===== src/hw/rtl/ppg_pkg.sv =====
// ----------------------------------------------------------------------------
// Poisson PMF generator package
// Widths, working fixed-point format and the exp(-2^(j-F)) constant table.
// ----------------------------------------------------------------------------
package ppg_pkg;

  localparam int MEAN_FRAC_BITS = 12;
  localparam int PROB_BITS      = 32;
  localparam int MAX_TERMS      = 64;

  localparam int MEAN_W       = 16;
  localparam int IDX_W        = 6;
  localparam int WORK_W       = 64;
  localparam int WORK_FRAC    = 60;
  localparam int TAYLOR_TERMS = 10;
  localparam int MUL_DIG_W    = 16;
  localparam int MUL_DIGITS   = WORK_W / MUL_DIG_W;

  typedef logic [WORK_W-1:0] work_t;
  typedef work_t exp_tab_t [MEAN_W];

  localparam work_t WORK_ONE = work_t'(1) << WORK_FRAC;

  // Shift right, saturate to all ones when the result overflows the work width
  function automatic work_t sat_shr(input logic [2*WORK_W-1:0] v, input int unsigned sh);
    logic [2*WORK_W-1:0] s;
    s = v >> sh;
    if (|s[2*WORK_W-1:WORK_W]) return '1;
    return s[WORK_W-1:0];
  endfunction

  // Long division by a small constant, one quotient bit per step
  function automatic work_t taylor_div(input work_t v, input int unsigned n);
    work_t      q;
    logic [7:0] r;
    q = '0;
    r = '0;
    for (int i = WORK_W - 1; i >= 0; i--) begin
      r = {r[6:0], v[i]};
      if (r >= 8'(n)) begin
        r    = r - 8'(n);
        q[i] = 1'b1;
      end
    end
    return q;
  endfunction

  // exp(-2^-F) from its Taylor series, each higher entry the square of the one below
  function automatic exp_tab_t calc_exp_tab();
    work_t    x;
    work_t    term;
    work_t    sum;
    work_t    c;
    exp_tab_t tab;
    x    = work_t'(1) << (WORK_FRAC - MEAN_FRAC_BITS);
    term = WORK_ONE;
    sum  = WORK_ONE;
    for (int n = 1; n <= TAYLOR_TERMS; n++) begin
      term = taylor_div(sat_shr({{WORK_W{1'b0}}, term} * {{WORK_W{1'b0}}, x}, WORK_FRAC),
                        n);
      if ((n & 1) != 0) sum = sum - term;
      else              sum = sum + term;
    end
    c = sum;
    for (int j = 0; j < MEAN_W; j++) begin
      tab[j] = c;
      c = sat_shr({{WORK_W{1'b0}}, c} * {{WORK_W{1'b0}}, c}, WORK_FRAC);
    end
    return tab;
  endfunction

  localparam exp_tab_t EXP_C = calc_exp_tab();

endpackage


===== src/hw/rtl/poisson_pmf_generator_top.sv =====
// ----------------------------------------------------------------------------
// Poisson PMF generator
// Emits p(k) = exp(-mean) * mean^k / k! for a Poisson mean in UQ4.12.
// ----------------------------------------------------------------------------
// Usage: present a mean on mean_i with in_valid_i; the transaction completes
// when in_stall_o is low. The block then emits floor(4*mean+10) results,
// capped at MAX_TERMS-1, on the output channel (out_valid_o / out_stall_i),
// each carrying k, p(k) in UQ0.32, and last_term_o on the final one. A zero
// mean gives a single result with invalid_mean_o set.
// A shared 64x16 multiplier (one digit per cycle) and a radix-2 divider do
// all the arithmetic. exp(-mean) scans the 16 mean bits and multiplies by
// the table constant of each set bit before the first result is loaded.
// Each later term is a multiply by the mean, a divide by k+1 and a load.
// in_stall_o stays high from acceptance until the last result has been
// loaded into the output register; the next mean may enter while it waits.
// A stalled receiver holds the output register and the sequencer waits
// before loading the next term. Reset clears the sequencer and the output
// valid; no clearing pass is needed.
module poisson_pmf_generator_top import ppg_pkg::*; (
  input  logic                 clk_i,
  input  logic                 rst_ni,
  input  logic                 in_valid_i,
  output logic                 in_stall_o,
  input  logic [MEAN_W-1:0]    mean_i,
  output logic                 out_valid_o,
  input  logic                 out_stall_i,
  output logic [IDX_W-1:0]     term_index_o,
  output logic [PROB_BITS-1:0] probability_o,
  output logic                 invalid_mean_o,
  output logic                 last_term_o
);

  localparam int BIT_W     = $clog2(MEAN_W) + 1;
  localparam int MUL_CNT_W = $clog2(MUL_DIGITS + 2);
  localparam int DIV_CNT_W = $clog2(WORK_W);
  localparam int PP_W      = WORK_W + MUL_DIG_W;
  localparam int ACC_W     = 2 * WORK_W;
  localparam int CNT_SUM_W = MEAN_W + 5;

  typedef enum logic [2:0] {
    ST_IDLE,
    ST_EXP,
    ST_MUL,
    ST_DIV,
    ST_EMIT,
    ST_ERR
  } state_e;

  state_e                 state_q;
  logic [MEAN_W-1:0]      mean_q;
  logic [IDX_W-1:0]       count_q;
  logic [IDX_W-1:0]       k_q;
  logic [BIT_W-1:0]       bit_q;
  work_t                  p_q;
  work_t                  mul_a_q;
  work_t                  mul_b_q;
  logic [MUL_CNT_W-1:0]   mul_cnt_q;
  logic [PP_W-1:0]        pp_q;
  logic [ACC_W-1:0]       acc_q;
  logic                   exp_phase_q;
  logic [DIV_CNT_W-1:0]   div_cnt_q;
  work_t                  quo_q;
  logic [IDX_W-1:0]       rem_q;
  logic                   out_valid_q;
  logic [IDX_W-1:0]       out_index_q;
  logic [PROB_BITS-1:0]   out_prob_q;
  logic                   out_invalid_q;
  logic                   out_last_q;

  logic [CNT_SUM_W-1:0]   cnt_sum;
  logic [CNT_SUM_W-1:0]   cnt_full;
  logic [IDX_W-1:0]       cnt_cap;
  work_t                  mul_res;
  logic [IDX_W-1:0]       divisor;
  logic [IDX_W:0]         rem_sh;
  logic                   div_ge;
  logic [IDX_W-1:0]       rem_next;
  logic                   out_free;
  logic                   out_load;
  logic                   last_hit;
  logic [PROB_BITS-1:0]   prob_val;
  work_t                  p_clamp;

  // Term count: floor((4*mean + 10*2^F) / 2^F), capped
  always_comb begin
    cnt_sum  = (CNT_SUM_W'(mean_i) << 2) + (CNT_SUM_W'(10) << MEAN_FRAC_BITS);
    cnt_full = cnt_sum >> MEAN_FRAC_BITS;
    if (cnt_full > CNT_SUM_W'(MAX_TERMS - 1)) cnt_cap = IDX_W'(MAX_TERMS - 1);
    else                                      cnt_cap = cnt_full[IDX_W-1:0];
  end

  assign mul_res = exp_phase_q ? sat_shr(acc_q, WORK_FRAC) : sat_shr(acc_q, MEAN_FRAC_BITS);

  // Restoring divide step by k+1
  assign divisor  = k_q + IDX_W'(1);
  assign rem_sh   = {rem_q, quo_q[WORK_W-1]};
  assign div_ge   = rem_sh >= {1'b0, divisor};
  assign rem_next = div_ge ? IDX_W'(rem_sh - {1'b0, divisor}) : rem_sh[IDX_W-1:0];

  assign out_free = !out_valid_q || !out_stall_i;
  assign out_load = out_free && (state_q inside {ST_EMIT, ST_ERR});
  assign last_hit = (k_q + IDX_W'(1)) == count_q;
  assign prob_val = (p_q >= WORK_ONE) ? '1 : p_q[WORK_FRAC-PROB_BITS +: PROB_BITS];
  assign p_clamp  = (p_q > WORK_ONE) ? WORK_ONE : p_q;

  always_ff @(posedge clk_i or negedge rst_ni) begin
    if (!rst_ni) begin
      state_q       <= ST_IDLE;
      mean_q        <= '0;
      count_q       <= '0;
      k_q           <= '0;
      bit_q         <= '0;
      p_q           <= '0;
      mul_a_q       <= '0;
      mul_b_q       <= '0;
      mul_cnt_q     <= '0;
      pp_q          <= '0;
      acc_q         <= '0;
      exp_phase_q   <= 1'b0;
      div_cnt_q     <= '0;
      quo_q         <= '0;
      rem_q         <= '0;
      out_valid_q   <= 1'b0;
      out_index_q   <= '0;
      out_prob_q    <= '0;
      out_invalid_q <= 1'b0;
      out_last_q    <= 1'b0;
    end else begin
      if (out_valid_q && !out_stall_i && !out_load) out_valid_q <= 1'b0;

      case (state_q)
        ST_IDLE: begin
          if (in_valid_i) begin
            mean_q  <= mean_i;
            count_q <= cnt_cap;
            k_q     <= '0;
            bit_q   <= '0;
            p_q     <= WORK_ONE;
            state_q <= (mean_i == '0) ? ST_ERR : ST_EXP;
          end
        end

        ST_EXP: begin
          if (bit_q == BIT_W'(MEAN_W)) begin
            state_q <= ST_EMIT;
          end else if (mean_q[bit_q[BIT_W-2:0]]) begin
            mul_a_q     <= p_q;
            mul_b_q     <= EXP_C[bit_q[BIT_W-2:0]];
            exp_phase_q <= 1'b1;
            mul_cnt_q   <= '0;
            state_q     <= ST_MUL;
          end else begin
            bit_q <= bit_q + BIT_W'(1);
          end
        end

        // Digit-serial multiply, most significant digit of b first
        ST_MUL: begin
          if (mul_cnt_q < MUL_CNT_W'(MUL_DIGITS)) begin
            pp_q    <= PP_W'(mul_a_q) * PP_W'(mul_b_q[WORK_W-1 -: MUL_DIG_W]);
            mul_b_q <= mul_b_q << MUL_DIG_W;
          end
          if (mul_cnt_q == '0) begin
            acc_q <= '0;
          end else if (mul_cnt_q <= MUL_CNT_W'(MUL_DIGITS)) begin
            acc_q <= (acc_q << MUL_DIG_W) + ACC_W'(pp_q);
          end
          mul_cnt_q <= mul_cnt_q + MUL_CNT_W'(1);
          if (mul_cnt_q == MUL_CNT_W'(MUL_DIGITS + 1)) begin
            if (exp_phase_q) begin
              p_q     <= mul_res;
              bit_q   <= bit_q + BIT_W'(1);
              state_q <= ST_EXP;
            end else begin
              quo_q     <= mul_res;
              rem_q     <= '0;
              div_cnt_q <= '0;
              state_q   <= ST_DIV;
            end
          end
        end

        ST_DIV: begin
          quo_q     <= {quo_q[WORK_W-2:0], div_ge};
          rem_q     <= rem_next;
          div_cnt_q <= div_cnt_q + DIV_CNT_W'(1);
          if (div_cnt_q == DIV_CNT_W'(WORK_W - 1)) begin
            p_q     <= {quo_q[WORK_W-2:0], div_ge};
            k_q     <= k_q + IDX_W'(1);
            state_q <= ST_EMIT;
          end
        end

        ST_EMIT: begin
          if (out_free) begin
            out_valid_q   <= 1'b1;
            out_index_q   <= k_q;
            out_prob_q    <= prob_val;
            out_invalid_q <= 1'b0;
            out_last_q    <= last_hit;
            if (last_hit) begin
              state_q <= ST_IDLE;
            end else begin
              // clamp to 1.0, then multiply by the mean
              mul_a_q     <= p_clamp;
              mul_b_q     <= WORK_W'(mean_q);
              exp_phase_q <= 1'b0;
              mul_cnt_q   <= '0;
              state_q     <= ST_MUL;
            end
          end
        end

        ST_ERR: begin
          if (out_free) begin
            out_valid_q   <= 1'b1;
            out_index_q   <= '0;
            out_prob_q    <= '0;
            out_invalid_q <= 1'b1;
            out_last_q    <= 1'b1;
            state_q       <= ST_IDLE;
          end
        end

        default: state_q <= ST_IDLE;
      endcase
    end
  end

  assign in_stall_o     = (state_q != ST_IDLE);
  assign out_valid_o    = out_valid_q;
  assign term_index_o   = out_index_q;
  assign probability_o  = out_prob_q;
  assign invalid_mean_o = out_invalid_q;
  assign last_term_o    = out_last_q;

  a_err_shape: assert property (@(posedge clk_i) disable iff (!rst_ni)
    out_valid_o && invalid_mean_o |-> last_term_o && term_index_o == '0 && probability_o == '0)
    else $error("invalid-mean transaction has wrong shape");

  a_busy_after_accept: assert property (@(posedge clk_i) disable iff (!rst_ni)
    in_valid_i && !in_stall_o |=> in_stall_o)
    else $error("input taken again before the run started");

  a_div_range: assert property (@(posedge clk_i) disable iff (!rst_ni)
    state_q == ST_DIV |-> (k_q + IDX_W'(1)) < count_q)
    else $error("divide step beyond the last term");

  a_emit_range: assert property (@(posedge clk_i) disable iff (!rst_ni)
    state_q == ST_EMIT |-> k_q < count_q)
    else $error("term index beyond the term count");

  a_last_ends_run: assert property (@(posedge clk_i) disable iff (!rst_ni)
    state_q == ST_EMIT && out_free && last_hit |=> state_q == ST_IDLE && out_last_q)
    else $error("run did not end on the last term");

endmodule

===== config.mk =====
export PLATFORM = sky130hd
export DESIGN_NAME = poisson_pmf_generator_top
export DESIGN_NICKNAME = d
export VERILOG_FILES = /design/src/hw/rtl/ppg_pkg.sv /design/src/hw/rtl/poisson_pmf_generator_top.sv
export SDC_FILE = /design/constraint.sdc
export NUM_CORES = 2
export LEC_CHECK = 0
export ABC_AREA = 1
export BUFFER_PORTS_ARGS = -buffer_cell sky130_fd_sc_hd__buf_2
export CORE_MARGIN = 2
export CORE_UTILIZATION = 30
export CTS_CLUSTER_DIAMETER = 60
export CTS_CLUSTER_SIZE = 10
export DETAILED_ROUTE_END_ITERATION = 10
export PLACE_DENSITY = 0.43
export SYNTH_ARGS = -nofsm -noshare
export SYNTH_HDL_FRONTEND = slang
export SYNTH_SLANG_ARGS = --single-unit

===== constraint.sdc =====
create_clock -name clk_i -period 15.3 [get_ports clk_i]
set_clock_uncertainty 0.1 [all_clocks]
set_input_delay 0.765 -clock clk_i [delete_from_list [all_inputs] [get_ports clk_i]]
set_output_delay 0.765 -clock clk_i [all_outputs]
set_load 0.02 [all_outputs]

==> results by group <==
Status
  – Status: complete, no violations

Power
  – Max IR drop VDD: 0.00007722 V
  – Switch Pwr: 0.8846 mW
  – Cell Pwr Density: 46.57 nW/µm²
  – Clock power share: 56.3%
  – Pleak: 41.22 nW
  – Total power draw: 3.501 mW
  – Sw frac: 25.27%
  – P_int: 2.616 mW
  – Sequential share of power: 42.2%
  – Combinational share of power: 1.5%

Route
  – Initial DRC count: 4973
  – Antenna-violating nets left: 0
  – Drc violations: 0
  – Pre-antenna DRT Iters: 6
  – Routed WL: 291400 µm
  – Wire per inst: 22.41 µm
  – Vias/cell: 4.865
  – Vias post-DR: 63250

Logic synthesis
  – Top FF cell, synth: dfrtp_1
  – Ys Warns: 0
  – Post-synthesis cell area: 69380 µm²
  – Mapped Nets: 11260
  – Synth top area share: 25.05%
  – Post-synth EDFFs: 0
  – Synth area leader: fa_1
  – Ranking of synthesized cells by area: fa_1, dfrtp_1, nand2_1
  – Ys async rst share: 100.0%
  – #FFs+latches synth: 557
  – Cell variety after synth: 51
  – Syn avg cell area: 6.853 µm²
  – Cells after synthesis: 10120
  – Sequential cell area fraction in the yosys report: 20.09%

Clock tree
  – H-tree Lvls: 3
  – Clock Latency Late Sink: 750 ps
  – Hold Buf Count CTS: 1
  – Longest Clk Path Bufs: 3
  – Postcts setup bufs: 0
  – CTS Buf Count: 83
  – CTS tree: yes
  – Clk root buf: clkbuf_16
  – Worst-path clk slew: 60 ps
  – Clock sinks: 557
  – Post-CTS sizing: 0

Cells and area
  – Multi-input gate area: 45160 µm²
  – Commonest non-fill, non-tap cells in the layout: nand2_1, inv_1, fa_1
  – Nets: 11050
  – Most common cell after layout, fill and taps aside: nand2_1
  – Fillcell total: 25320
  – Area grow syn2layout: 8.372%
  – Register area: 13960 µm²
  – Non-filler cells, final: 13000
  – Core Util, Final: 32.70%
  – Layout cell share with drive strength beyond 1: 3.561%
  – Finished Cell Area: 75180 µm²

Timing
  – Fin crit share: 49.50%
  – Highest clock rate: 132.0 MHz
  – Final setup viols: 0
  – RSZ-0062 raised after global routing: false
  – Worst setup margin: 7726 ps
  – Final Hold Fails: 0
  – Slew Viols, Final: 0
  – Slew HR: 22.53%
  – Slew @ Worst Pin: 1159 ps
  – WHS: 157.9 ps
  – Setup TNS: 0 ps
  – Crit path time final: 7574 ps

Floorplan
  – Chip height: 484.9 µm
  – Core area: 229900 µm²
  – Die Width: 484.9 µm
  – Die ar.: 235100 µm²
  – Initial Util: 30.18%
  – Rows: 176
  – I/O pin count: 62

Worst setup path
  – Max Fanout on Critical Path: 59
  – Setup crit start kind: register
  – Worst EP required: 15800 ps
  – Setup CP Type: register to register
  – Critical path arrival: 8070 ps
  – Reg2reg start: mul_b_q[56]
  – R2R Setup Slk: 7730 ps
  – R2R depth: 26
  – R2r endpoint: pp_q[77]
  – Worst Setup End Kind: register

Run
  – Max-cap violations: 0

GRT
  – Initial antenna violation count: 6
  – Met3 GRT Util: 2.442%
  – Vias in the first global route: 63920
  – Largest net degree at the start of global routing: 94
  – First-pass GRT wire length: 437100 µm
  – Global Route Usage Sum: 24.81%
  – Met2 GRT Util: 39.58%
  – GR Util met1: 35.84%
  – Gr busiest metal: met2
  – GR Overflow Total: 0

Hold path
  – WHS Endpoint: mean_q[1]
  – Hold Path Class: input pin to register
  – Worst hold start: mean_i[1]
  – Hold depth: 3

Placement
  – Inst Count DP: 12860
  – Final Wtd Congestion: 0.9766
  – Pre-CTS setup slack: 7754 ps
  – Detailed Place HPWL: 233700 µm
  – Cell Area, Placed: 72430 µm²
  – I/O Buffers: 61
==> kinds of logic after synthesis <==
logic type               synth area share (%)
AND/OR/NAND/NOR                         28.06
flip-flops                              20.09
buffers and inverters                   14.94
AO/OA/AOI/OAI                           6.689
adder cells (fa/ha/maj)                 29.47
XOR/XNOR                               0.7557
==> final cells by class <==
| type | count | share of cell area (%) |
|---|---|---|
| Multi-Input combinational cell | 6845 | 60.06 |
| Sequential cell | 557 | 18.57 |
| Inverter | 2284 | 11.41 |
| Tap cell | 3026 | 5.036 |
| Clock buffer | 105 | 3.019 |
| Timing Repair Buffer | 146 | 1.271 |
| Clock inverter | 33 | 0.6158 |
| Antenna cell | 6 | 0.01997 |
==> registers in the layout (all words and copies together) (netlist names), 3 cells and up <==
| signal | flops |
|---|---|
| mean_q | 16 |
| state_q | 3 |
| term_index_o | 6 |
| mul_b_q | 64 |
| count_q | 6 |
| bit_q | 5 |
| quo_q | 64 |
| k_q | 6 |
| p_q | 64 |
| probability_o | 32 |
| div_cnt_q | 6 |
| acc_q | 128 |
| mul_cnt_q | 3 |
| rem_q | 6 |
| pp_q | 80 |
| mul_a_q | 64 |
==> critical path: stages (launching register included) <==
cell and delay (ps):
dfrtp_2 330, buf_4 220, buf_4 800, nand2_1 170, fa_1 560, inv_1 50
fa_1 480, fa_1 600, fa_1 440, fa_1 530, inv_1 60, fa_1 480
inv_1 40, ha_1 400, nand2_1 150, nor2_1 200, inv_1 120, nor3_1 490
nand2_1 160, nand2_1 180, nand2_1 80, nand3_1 250, nand2_1 150, nand2_1 80
nand2_1 50, nand3_1 80, nand2_1 60
==> Yosys cell counts (11+ instances only) <==
master / instances
nor3_1: 62
xor2_1: 21
a21oi_1: 337
nand3b_1: 29
inv_2: 16
nor2_1: 623
o211ai_1: 18
o21ai_0: 339
nand4_1: 136
a22o_1: 11
nand2_1: 3407
xnor2_1: 37
o21bai_1: 27
buf_1: 65
inv_1: 2267
buf_4: 12
a21boi_0: 40
buf_2: 74
nor4_1: 20
dfrtp_1: 557
or2_2: 18
ha_1: 245
clkbuf_1: 286
nand3_1: 500
o22ai_1: 38
fa_1: 868
==> how the worst max path moves through the flow <==
| stage | from | to | slack [ps] | cells after the start |
|---|---|---|---|---|
| after global routing | mul_b_q[57] | pp_q[77] | 7260 | 25 |
| final | mul_b_q[56] | pp_q[77] | 7730 | 26 |
| after detailed placement | mul_b_q[57] | pp_q[77] | 7750 | 25 |
| after floorplan | mul_b_q[49] | pp_q[63] | 9500 | 26 |
| after CTS | mul_b_q[57] | pp_q[37] | 7650 | 22 |
| after global placement | mul_b_q[57] | pp_q[37] | 7750 | 22 |
==> metal layers <==
metal | share of wire, % | vias to the layer above
li1 | - | 29580
met1 | 47 | 31660
met2 | 45 | 1721
met3 | 5.2 | 282
met4 | 2.9 | 2
met5 | 0.0038 | -
==> power groups by stage <==
stage | clock, mW | sequential (mW) | combinational (mW)
after global placement | 0 | 1.51 | 0.0544
after global routing | 2.07 | 1.48 | 0.0598
after detailed placement | 0 | 1.51 | 0.0543
after CTS | 2.02 | 1.48 | 0.0547
final | 1.97 | 1.48 | 0.0517
after floorplan | 0 | 1.51 | 0.00906
No activity file was read; power rests on OpenSTA's default activity.
